===== config.mk =====
export PLATFORM = sky130hd
export DESIGN_NAME = flight_failsafe_arm_latch_core
export DESIGN_NICKNAME = d
export VERILOG_FILES = /design/src/hdl/fsal_pkg.sv /design/src/hdl/fsal_cfg_regs.sv /design/src/hdl/fsal_guard.sv /design/src/hdl/flight_failsafe_arm_latch_core.sv
export SDC_FILE = /design/constraint.sdc
export NUM_CORES = 1
export LEC_CHECK = 0
export ABC_AREA = 1
export BUFFER_PORTS_ARGS = -buffer_cell sky130_fd_sc_hd__buf_4
export CORE_MARGIN = 3
export CORE_UTILIZATION = 40
export DETAILED_ROUTE_END_ITERATION = 12
export GPL_TIMING_DRIVEN = 0
export SYNTH_ARGS = -nofsm -noshare
export SYNTH_HDL_FRONTEND = slang
export SYNTH_SLANG_ARGS = --single-unit

===== constraint.sdc =====
create_clock -name i_clk -period 10.8 [get_ports i_clk]
set_input_delay 1.62 -clock i_clk [delete_from_list [all_inputs] [get_ports i_clk]]
set_output_delay 1.62 -clock i_clk [all_outputs]
set_load 0.1 [all_outputs]

===== src/hdl/fsal_pkg.sv =====
`default_nettype none

package fsal_pkg;

    localparam int CFG_INDEX_BITS = 3;
    localparam int CFG_DATA_BITS  = 32;

    localparam logic [CFG_INDEX_BITS-1:0] CFG_LINK_TIMEOUT  = 3'd0;
    localparam logic [CFG_INDEX_BITS-1:0] CFG_IMU_DEBOUNCE  = 3'd1;
    localparam logic [CFG_INDEX_BITS-1:0] CFG_BAT_CRIT_MV   = 3'd2;
    localparam logic [CFG_INDEX_BITS-1:0] CFG_BAT_CRIT_CNT  = 3'd3;
    localparam logic [CFG_INDEX_BITS-1:0] CFG_STICK_CENTER  = 3'd4;
    localparam logic [CFG_INDEX_BITS-1:0] CFG_THROTTLE_LOW  = 3'd5;
    localparam logic [CFG_INDEX_BITS-1:0] CFG_MIN_FRAMES    = 3'd6;
    localparam logic [CFG_INDEX_BITS-1:0] CFG_LOST_LIMIT    = 3'd7;

    localparam logic ACT_UPDATE = 1'b0;
    localparam logic ACT_BOOT   = 1'b1;

    localparam logic [2:0] RC_BROWNOUT = 3'd1;
    localparam logic [2:0] RC_WDT      = 3'd4;

    localparam logic [5:0] REASON_BOOT = 6'b10_0000;

    typedef struct packed {
        logic [31:0] link_timeout_us;
        logic [7:0]  imu_debounce;
        logic [15:0] battery_critical_mv;
        logic [7:0]  battery_critical_samples;
        logic [14:0] stick_center_max;
        logic [14:0] throttle_low_max;
        logic [15:0] min_good_frames;
        logic [7:0]  lost_frame_limit;
    } t_fsal_cfg;

    typedef struct packed {
        logic        action;
        logic [2:0]  reset_cause;
        logic [3:0]  radio_flags;
        logic [15:0] roll_stick;
        logic [15:0] pitch_stick;
        logic [15:0] yaw_stick;
        logic [15:0] throttle_stick;
        logic [6:0]  imu_status;
        logic [15:0] battery_mv;
        logic [2:0]  misc_flags;
    } t_fsal_item;

    typedef struct packed {
        logic       armed;
        logic       failsafe_active;
        logic       fault_latched;
        logic       boot_latched;
        logic [5:0] reason_bits;
        logic [7:0] lost_frames;
    } t_fsal_result;

endpackage

`default_nettype wire


===== src/hdl/fsal_cfg_regs.sv =====
`default_nettype none

module fsal_cfg_regs
    import fsal_pkg::*;
(
    input  wire                      i_clk,
    input  wire                      i_rst_n,
    input  wire                      i_cfg_valid,
    output logic                     o_cfg_ready,
    input  wire [CFG_INDEX_BITS-1:0] i_cfg_index,
    input  wire [CFG_DATA_BITS-1:0]  i_cfg_data,
    output t_fsal_cfg                o_cfg
);

    t_fsal_cfg r_cfg;

    assign o_cfg_ready = 1'b1;
    assign o_cfg       = r_cfg;

    always_ff @(posedge i_clk) begin
        if (!i_rst_n) begin
            r_cfg.link_timeout_us          <= 32'd100000;
            r_cfg.imu_debounce             <= 8'd3;
            r_cfg.battery_critical_mv      <= 16'd3300;
            r_cfg.battery_critical_samples <= 8'd5;
            r_cfg.stick_center_max         <= 15'd1638;
            r_cfg.throttle_low_max         <= 15'd819;
            r_cfg.min_good_frames          <= 16'd10;
            r_cfg.lost_frame_limit         <= 8'd10;
        end else if (i_cfg_valid && o_cfg_ready) begin
            case (i_cfg_index)
                CFG_LINK_TIMEOUT: r_cfg.link_timeout_us          <= i_cfg_data[31:0];
                CFG_IMU_DEBOUNCE: r_cfg.imu_debounce             <= i_cfg_data[7:0];
                CFG_BAT_CRIT_MV:  r_cfg.battery_critical_mv      <= i_cfg_data[15:0];
                CFG_BAT_CRIT_CNT: r_cfg.battery_critical_samples <= i_cfg_data[7:0];
                CFG_STICK_CENTER: r_cfg.stick_center_max         <= i_cfg_data[14:0];
                CFG_THROTTLE_LOW: r_cfg.throttle_low_max         <= i_cfg_data[14:0];
                CFG_MIN_FRAMES:   r_cfg.min_good_frames          <= i_cfg_data[15:0];
                CFG_LOST_LIMIT:   r_cfg.lost_frame_limit         <= i_cfg_data[7:0];
                default: begin
                end
            endcase
        end
    end

endmodule

`default_nettype wire


===== src/hdl/fsal_guard.sv =====
`default_nettype none

module fsal_guard
    import fsal_pkg::*;
#(
    parameter int TIME_BITS = 64
) (
    input  wire                 i_clk,
    input  wire                 i_rst_n,
    input  wire                 i_en,
    input  t_fsal_item          i_item,
    input  wire [TIME_BITS-1:0] i_frame_time_us,
    input  wire [TIME_BITS-1:0] i_now_us,
    input  t_fsal_cfg           i_cfg,
    output t_fsal_result        o_result
);

    logic                 r_armed, n_armed;
    logic                 r_active, n_active;
    logic                 r_latch, n_latch;
    logic                 r_boot_latch, n_boot_latch;
    logic                 r_arm_test_prev, n_arm_test_prev;
    logic                 r_switch_prev, n_switch_prev;
    logic [5:0]           r_reason, n_reason;
    logic [TIME_BITS-1:0] r_last_good, n_last_good;
    logic                 r_have_frame, n_have_frame;
    logic [15:0]          r_good_cnt, n_good_cnt;
    logic [7:0]           r_lost_cnt, n_lost_cnt;
    logic [7:0]           r_imu_cnt, n_imu_cnt;
    logic [7:0]           r_bat_cnt, n_bat_cnt;

    logic                 w_frame_ok, w_frame_lost, w_rx_fs, w_sw;
    logic                 w_calibrated, w_arm_test, w_bat_nan;
    logic                 w_fresh, w_timeout, w_imu_bad, w_imu_invalid;
    logic                 w_bat_ok_level, w_bat_crit, w_bat_good;
    logic                 w_edge, w_centred, w_thr_low, w_clear;
    logic [8:0]           w_lost_inc;
    logic [TIME_BITS-1:0] w_elapsed;
    logic [15:0]          w_mag_roll, w_mag_pitch, w_mag_yaw, w_stick_lim;
    logic [4:0]           w_faults;
    logic                 w_latch_mid, w_active_mid;
    logic [5:0]           w_reason_mid;

    always_comb begin
        w_frame_ok   = i_item.radio_flags[0];
        w_frame_lost = i_item.radio_flags[1];
        w_rx_fs      = i_item.radio_flags[2];
        w_sw         = i_item.radio_flags[3];
        w_calibrated = i_item.misc_flags[0];
        w_arm_test   = i_item.misc_flags[1];
        w_bat_nan    = i_item.misc_flags[2];

        w_fresh      = w_frame_ok && (!r_have_frame || (i_frame_time_us > r_last_good));
        w_lost_inc   = {1'b0, r_lost_cnt} + 9'd1;

        n_have_frame = r_have_frame || w_fresh;
        n_last_good  = w_fresh ? i_frame_time_us : r_last_good;
        n_good_cnt   = (w_fresh && (r_good_cnt != 16'hFFFF)) ? r_good_cnt + 16'd1
                                                             : r_good_cnt;
        if (w_fresh) begin
            n_lost_cnt = 8'd0;
        end else if (w_frame_lost) begin
            if (w_lost_inc >= {1'b0, i_cfg.lost_frame_limit}) begin
                n_lost_cnt = i_cfg.lost_frame_limit;
            end else begin
                n_lost_cnt = w_lost_inc[7:0];
            end
        end else begin
            n_lost_cnt = r_lost_cnt;
        end

        w_elapsed = i_now_us - n_last_good;
        w_timeout = n_have_frame && (w_elapsed >= TIME_BITS'(i_cfg.link_timeout_us));

        w_imu_bad = !i_item.imu_status[0] || (i_item.imu_status[6:1] != 6'd0);
        if (w_imu_bad) begin
            n_imu_cnt = (r_imu_cnt < i_cfg.imu_debounce) ? r_imu_cnt + 8'd1 : r_imu_cnt;
        end else begin
            n_imu_cnt = 8'd0;
        end
        w_imu_invalid = n_imu_cnt >= i_cfg.imu_debounce;

        w_bat_ok_level = i_item.battery_mv >= i_cfg.battery_critical_mv;
        if (w_bat_nan || w_bat_ok_level) begin
            n_bat_cnt = 8'd0;
        end else if (r_bat_cnt < i_cfg.battery_critical_samples) begin
            n_bat_cnt = r_bat_cnt + 8'd1;
        end else begin
            n_bat_cnt = r_bat_cnt;
        end
        w_bat_crit = n_bat_cnt >= i_cfg.battery_critical_samples;
        w_bat_good = !w_bat_nan && w_bat_ok_level;

        w_edge        = w_sw && !r_switch_prev;
        n_switch_prev = w_sw;

        // magnitude of -32768 is 32768 as unsigned
        w_mag_roll  = i_item.roll_stick[15]  ? (~i_item.roll_stick + 16'd1)
                                             : i_item.roll_stick;
        w_mag_pitch = i_item.pitch_stick[15] ? (~i_item.pitch_stick + 16'd1)
                                             : i_item.pitch_stick;
        w_mag_yaw   = i_item.yaw_stick[15]   ? (~i_item.yaw_stick + 16'd1)
                                             : i_item.yaw_stick;
        w_stick_lim = {1'b0, i_cfg.stick_center_max};
        w_centred   = (w_mag_roll <= w_stick_lim) && (w_mag_pitch <= w_stick_lim)
                   && (w_mag_yaw <= w_stick_lim);
        w_thr_low   = $signed(i_item.throttle_stick)
                   <= $signed({1'b0, i_cfg.throttle_low_max});

        w_clear = w_edge && !r_boot_latch && w_fresh && w_thr_low && w_centred
               && !w_imu_invalid && w_bat_good;

        w_latch_mid  = w_clear ? 1'b0 : r_latch;
        w_active_mid = w_clear ? 1'b0 : r_active;
        w_reason_mid = w_clear ? 6'd0 : r_reason;

        w_faults = {w_bat_crit, w_bat_nan, w_imu_invalid, w_rx_fs, w_timeout};
        if (w_faults != 5'd0) begin
            n_latch  = 1'b1;
            n_active = 1'b1;
            n_reason = w_reason_mid | {1'b0, w_faults};
        end else begin
            n_latch  = w_latch_mid;
            n_active = w_active_mid;
            n_reason = w_reason_mid;
        end

        n_boot_latch = r_boot_latch;

        if (w_arm_test) begin
            if (!r_arm_test_prev) begin
                n_armed = (!n_latch && !r_boot_latch && !n_active) ? 1'b1 : r_armed;
            end else begin
                n_armed = r_armed && !n_latch && !r_boot_latch;
            end
        end else if (r_armed) begin
            n_armed = w_sw && !n_latch && !r_boot_latch && !w_imu_invalid;
        end else begin
            n_armed = w_fresh && w_sw && w_calibrated && !n_latch && !r_boot_latch
                   && (n_good_cnt >= i_cfg.min_good_frames) && w_thr_low && w_centred
                   && !w_imu_invalid && w_bat_good;
        end
        if (n_active) begin
            n_armed = 1'b0;
        end
        n_arm_test_prev = w_arm_test;

        if (i_item.action == ACT_BOOT) begin
            n_armed         = 1'b0;
            n_active        = 1'b0;
            n_arm_test_prev = 1'b0;
            n_switch_prev   = 1'b0;
            n_have_frame    = 1'b0;
            n_last_good     = '0;
            n_good_cnt      = 16'd0;
            n_lost_cnt      = 8'd0;
            n_imu_cnt       = 8'd0;
            n_bat_cnt       = 8'd0;
            if ((i_item.reset_cause >= RC_BROWNOUT) && (i_item.reset_cause <= RC_WDT)) begin
                n_boot_latch = 1'b1;
                n_latch      = 1'b1;
                n_reason     = REASON_BOOT;
            end else begin
                n_boot_latch = 1'b0;
                n_latch      = 1'b0;
                n_reason     = 6'd0;
            end
        end

        o_result.armed           = n_armed;
        o_result.failsafe_active = n_active;
        o_result.fault_latched   = n_latch;
        o_result.boot_latched    = n_boot_latch;
        o_result.reason_bits     = n_reason;
        o_result.lost_frames     = n_lost_cnt;
    end

    always_ff @(posedge i_clk) begin
        if (!i_rst_n) begin
            r_armed         <= 1'b0;
            r_active        <= 1'b0;
            r_latch         <= 1'b0;
            r_boot_latch    <= 1'b0;
            r_arm_test_prev <= 1'b0;
            r_switch_prev   <= 1'b0;
            r_reason        <= 6'd0;
            r_last_good     <= '0;
            r_have_frame    <= 1'b0;
            r_good_cnt      <= 16'd0;
            r_lost_cnt      <= 8'd0;
            r_imu_cnt       <= 8'd0;
            r_bat_cnt       <= 8'd0;
        end else if (i_en) begin
            r_armed         <= n_armed;
            r_active        <= n_active;
            r_latch         <= n_latch;
            r_boot_latch    <= n_boot_latch;
            r_arm_test_prev <= n_arm_test_prev;
            r_switch_prev   <= n_switch_prev;
            r_reason        <= n_reason;
            r_last_good     <= n_last_good;
            r_have_frame    <= n_have_frame;
            r_good_cnt      <= n_good_cnt;
            r_lost_cnt      <= n_lost_cnt;
            r_imu_cnt       <= n_imu_cnt;
            r_bat_cnt       <= n_bat_cnt;
        end
    end

endmodule

`default_nettype wire


===== src/hdl/flight_failsafe_arm_latch_core.sv =====
// channel   direction  handshake                  payload
// in        input      i_in_valid / o_in_stall    action, reset_cause, flags, times, sticks,
//                                                 imu_status, battery_mv, misc_flags
// out       output     o_out_valid / i_out_stall  armed, failsafe_active, fault_latched,
//                                                 boot_latched, reason_bits, lost_frames
// cfg       input      i_cfg_valid / o_cfg_ready  i_cfg_index, i_cfg_data
//
// one transaction per cycle sustained while i_out_stall is low; input register, then result register
// the guard state is updated as an item moves from the input register into the result register
// synchronous active-low reset clears guard state and loads register defaults
// i_out_stall holds the result register and backs up into o_in_stall once the input
// register is also full; cfg writes are always ready

`default_nettype none

module flight_failsafe_arm_latch_core
    import fsal_pkg::*;
#(
    parameter int TIME_BITS = 64
) (
    input  wire                      i_clk,
    input  wire                      i_rst_n,

    input  wire                      i_in_valid,
    output logic                     o_in_stall,
    input  wire                      i_action,
    input  wire [2:0]                i_reset_cause,
    input  wire [3:0]                i_radio_flags,
    input  wire [TIME_BITS-1:0]      i_frame_time_us,
    input  wire [TIME_BITS-1:0]      i_now_us,
    input  wire signed [15:0]        i_roll_stick,
    input  wire signed [15:0]        i_pitch_stick,
    input  wire signed [15:0]        i_yaw_stick,
    input  wire signed [15:0]        i_throttle_stick,
    input  wire [6:0]                i_imu_status,
    input  wire [15:0]               i_battery_mv,
    input  wire [2:0]                i_misc_flags,

    output logic                     o_out_valid,
    input  wire                      i_out_stall,
    output logic                     o_armed,
    output logic                     o_failsafe_active,
    output logic                     o_fault_latched,
    output logic                     o_boot_latched,
    output logic [5:0]               o_reason_bits,
    output logic [7:0]               o_lost_frames,

    input  wire                      i_cfg_valid,
    output logic                     o_cfg_ready,
    input  wire [CFG_INDEX_BITS-1:0] i_cfg_index,
    input  wire [CFG_DATA_BITS-1:0]  i_cfg_data
);

    logic                 r_in_valid;
    t_fsal_item           r_item;
    logic [TIME_BITS-1:0] r_frame_time;
    logic [TIME_BITS-1:0] r_now;
    logic                 r_out_valid;
    t_fsal_result         r_result;

    t_fsal_cfg            w_cfg;
    t_fsal_result         w_result;
    logic                 w_adv;

    assign w_adv      = r_in_valid && (!r_out_valid || !i_out_stall);
    assign o_in_stall = r_in_valid && !w_adv;

    always_ff @(posedge i_clk) begin
        if (!i_rst_n) begin
            r_in_valid <= 1'b0;
        end else if (!o_in_stall) begin
            r_in_valid <= i_in_valid;
        end
    end

    always_ff @(posedge i_clk) begin
        if (!o_in_stall && i_in_valid) begin
            r_item.action         <= i_action;
            r_item.reset_cause    <= i_reset_cause;
            r_item.radio_flags    <= i_radio_flags;
            r_item.roll_stick     <= i_roll_stick;
            r_item.pitch_stick    <= i_pitch_stick;
            r_item.yaw_stick      <= i_yaw_stick;
            r_item.throttle_stick <= i_throttle_stick;
            r_item.imu_status     <= i_imu_status;
            r_item.battery_mv     <= i_battery_mv;
            r_item.misc_flags     <= i_misc_flags;
            r_frame_time          <= i_frame_time_us;
            r_now                 <= i_now_us;
        end
    end

    fsal_cfg_regs u_cfg (
        .i_clk       (i_clk),
        .i_rst_n     (i_rst_n),
        .i_cfg_valid (i_cfg_valid),
        .o_cfg_ready (o_cfg_ready),
        .i_cfg_index (i_cfg_index),
        .i_cfg_data  (i_cfg_data),
        .o_cfg       (w_cfg)
    );

    fsal_guard #(
        .TIME_BITS (TIME_BITS)
    ) u_guard (
        .i_clk           (i_clk),
        .i_rst_n         (i_rst_n),
        .i_en            (w_adv),
        .i_item          (r_item),
        .i_frame_time_us (r_frame_time),
        .i_now_us        (r_now),
        .i_cfg           (w_cfg),
        .o_result        (w_result)
    );

    always_ff @(posedge i_clk) begin
        if (!i_rst_n) begin
            r_out_valid <= 1'b0;
        end else if (w_adv) begin
            r_out_valid <= 1'b1;
        end else if (!i_out_stall) begin
            r_out_valid <= 1'b0;
        end
    end

    always_ff @(posedge i_clk) begin
        if (w_adv) begin
            r_result <= w_result;
        end
    end

    assign o_out_valid       = r_out_valid;
    assign o_armed           = r_result.armed;
    assign o_failsafe_active = r_result.failsafe_active;
    assign o_fault_latched   = r_result.fault_latched;
    assign o_boot_latched    = r_result.boot_latched;
    assign o_reason_bits     = r_result.reason_bits;
    assign o_lost_frames     = r_result.lost_frames;

    a_armed_excl: assert property (@(posedge i_clk) disable iff (!i_rst_n)
        o_out_valid |-> !(o_armed && o_failsafe_active))
        else $error("armed while failsafe active");

    a_active_latched: assert property (@(posedge i_clk) disable iff (!i_rst_n)
        o_out_valid && o_failsafe_active |-> o_fault_latched)
        else $error("failsafe active without fault latch");

    a_boot_reason: assert property (@(posedge i_clk) disable iff (!i_rst_n)
        o_out_valid && o_boot_latched |-> o_fault_latched && o_reason_bits[5])
        else $error("boot latch without fault latch and boot reason");

    a_stall_hold: assert property (@(posedge i_clk) disable iff (!i_rst_n)
        r_in_valid && r_out_valid && i_out_stall |=> r_in_valid)
        else $error("input transaction dropped under output stall");

endmodule

`default_nettype wire


==> impl_results.md <==
- Status: completed
- Nets: 4621
- Starting DRT DRC Count: 1945
- Critical Path End Type: flip-flop
- Crit path top cell by count: nand3_1
- Top post-synthesis cells by area: edfxtp_1 (25%), dfxtp_1 (16%), ha_1 (13%), nand2_1 (9.2%), inv_1 (7.6%)
- Num CTS Buffers: 55
- GRT Residual Overflow: 0
- Dominant synthesized flop cell: edfxtp_1
- Layout area overhead: 18.1%
- Top cell type's share of synthesized area: 25.0%
- Synth area leader: edfxtp_1
- GRT Resource Usage Total: 22.4%
- Path type of the worst min-delay path: reg -> reg
- Min-delay src: u_cfg.o_cfg[34]
- #FFs+latches synth: 481
- Post-layout minimum cycle time: 8.27 ns
- Worst EP required: 11.31 ns
- CTS tree: built
- GP Congestion: 0.964
- Core Util, Final: 48.1%
- Cell Count Post-Placement: 4950
- Hold EP: u_cfg.o_cfg[34]
- Routed Antenna Nets: 0
- Resized Gates After CTS: 0
- CP Max Fanout: 10
- First-pass GRT wire length: 136000 um
- Worst hold stages: 2
- Slew margin rel.: 10.1%
- Syn Nets: 4278
- DR WL/cell: 17.5 um
- Total power: 5.07 mW
- Post-synth ARST share: 0%
- DRC viols: 0
- Vias in the first global route: 24200
- Clk pin slew, worst setup/hold paths: 0.06 ns
- Max incr delay on CP: 0.59 ns
- Die Span Y: 277 um
- Ys Warns: 0
- Setup TNS Final: 0 ns
- Fin Hold WS: 0.457 ns
- Pwr per Cell Area: 147 mW/mm2
- Share of cells above drive strength 1: 10.7%
- # IOs: 287
- Core Area: 0.0720 mm2
- Final Cycle Share: 76.5%
- Final Max Tran Viols: 0
- # port buffers: 284
- Worst-margin pin slew: 1.35 ns
- Final setup violation count: 0
- FF/Latch Area: 0.0121 mm2
- Most common cell after layout, fill and taps aside: nand2_1
- FF-to-FF path depth: 42
- Pre-Repair DR Iteration Count: 5
- Final worst slack: 2.53 ns
- CTS H-tree lvls: 2
- Post-DR vias/cell: 5.05
- Antenna violations before repair: 2
- Starting density of the core: 40.7%
- Pleak: 15.2 nW
- Most frequent cells in the layout: nand2_1 (714), inv_1 (592), nor2_1 (360), a21oi_1 (317), ha_1 (296)
- Data arrival time of the critical path: 8.78 ns
- Die Width: 277 um
- Sequential cell area fraction in the yosys report: 41.2%
- Max Cap Viol: 0
- Clk root buf: clkbuf_16
- Peak supply drop: 0.000124 V
- Post-synthesis instance area: 0.0293 mm2
- Clock buffer depth: 3
- Die area: 0.0765 mm2
- Final instance area: 0.0346 mm2
- Pre-CTS WS: 2.75 ns
- Register-to-register setup slack: 2.53 ns
- Clk_lat worst skew: 0.63 ns
- CP max-delay cell: buf_1
- Setup crit start kind: flip-flop
- Filler cells: 7111
- Hold Fails Final Rpt: 0
- Final wirelength: 88300 um
- Final Skew: 0.0307 ns
- CTS Sinks: 481
- HPWL after DPL: 69900 um
- Reg2reg start: r_frame_time[63]
- Distinct cells, synth: 53
- RSZ-0062 raised after global routing: no
- Critical path class: reg -> reg
- Synth Instances: 3715
- Average size of a mapped cell: 7.88 um2
- CTS hold repair buffers: 0
- Largest net degree at the start of global routing: 126
- Placement Cell Area: 0.0326 mm2
- Routed vias: 25500
- Number of flops mapped to enable cells by yosys: 244
- Layout Cells excl Fill: 5055
- Postcts setup bufs: 0
- F_max: 121 MHz
- R2R Path End: u_guard.r_latch
- Multi-input logic area: 0.0146 mm2
- Cell Rows: 98
[flip-flops by register name (all words and copies together), names as in the netlist, 16 cells and up]
signal               count
r_now                   64
u_guard.r_good_cnt      16
u_guard.r_last_good     64
r_item                  98
r_frame_time            64
u_cfg.o_cfg            118
[how the worst max path moves through the flow]
stage                                start              end  slack (ns)
after global routing      r_frame_time[63]  u_guard.r_latch        2.15
after CTS                 r_frame_time[63]  u_guard.r_latch        2.72
final                     r_frame_time[63]  u_guard.r_latch        2.53
after global placement         i_out_stall       r_item[32]        1.59
after detailed placement  r_frame_time[63]  u_guard.r_latch        2.75
after floorplan                i_out_stall  r_frame_time[0]        3.49
[power by group]
part           switching, mW  total [mW]  internal [mW]
Combinational          0.673        1.04          0.371
Sequential            0.0453        2.06           2.01
Clock                  0.804        1.97           1.16
[area by class of cell]
class	count	share of cell area, %
diodes	1	0.00724
plain buffers	87	0.966
clock buffers	70	4.33
clock inverters	33	1.23
inverters	602	6.55
multi-input cells	2545	42.3
flip-flops and latches	481	34.9
well taps	950	3.44
repair buffers	286	6.29
[metal layers]
layer / vias up / part of all wire, % / track usage [%]
met1: 11700 / 46 / 30.8
met4: 0 / 2.0 / 4.90
met2: 611 / 47 / 38.1
met5: - / 0 / 0
met3: 102 / 4.8 / 2.32
li1: 13100 / - / -
[cell usage after synthesis, drive strengths merged (9+ instances only)]
master    n
a21boi    9
a21oi   326
buf       9
clkbuf   78
dfxtp   237
edfxtp  244
ha      296
inv     601
nand2   723
nand3   123
nand4    55
nor2    370
nor3     55
nor4     12
o211ai   36
o21a     20
o21ai   292
o22ai    62
xnor2    26
xor2     71
[cells by family after synthesis]
logic type	count (synthesis)	synth area share (%)
simple gates	1371	19.7
compound gates	779	14.6
buf+inv	689	8.86
flops	481	41.2
fa+ha+maj	297	12.7
xor+xnor	97	2.90
other cells	1	0.0128
[critical path: cells and delay by family (launching register included)]
kind / cells / cell delay, ns
compound gates: 4 / 0.69
xor+xnor: 1 / 0.32
fa+ha+maj: 4 / 1.34
buf+inv: 5 / 1.28
flops: 1 / 0.43
simple gates: 28 / 4.09
(Power assumes the default switching activity.)
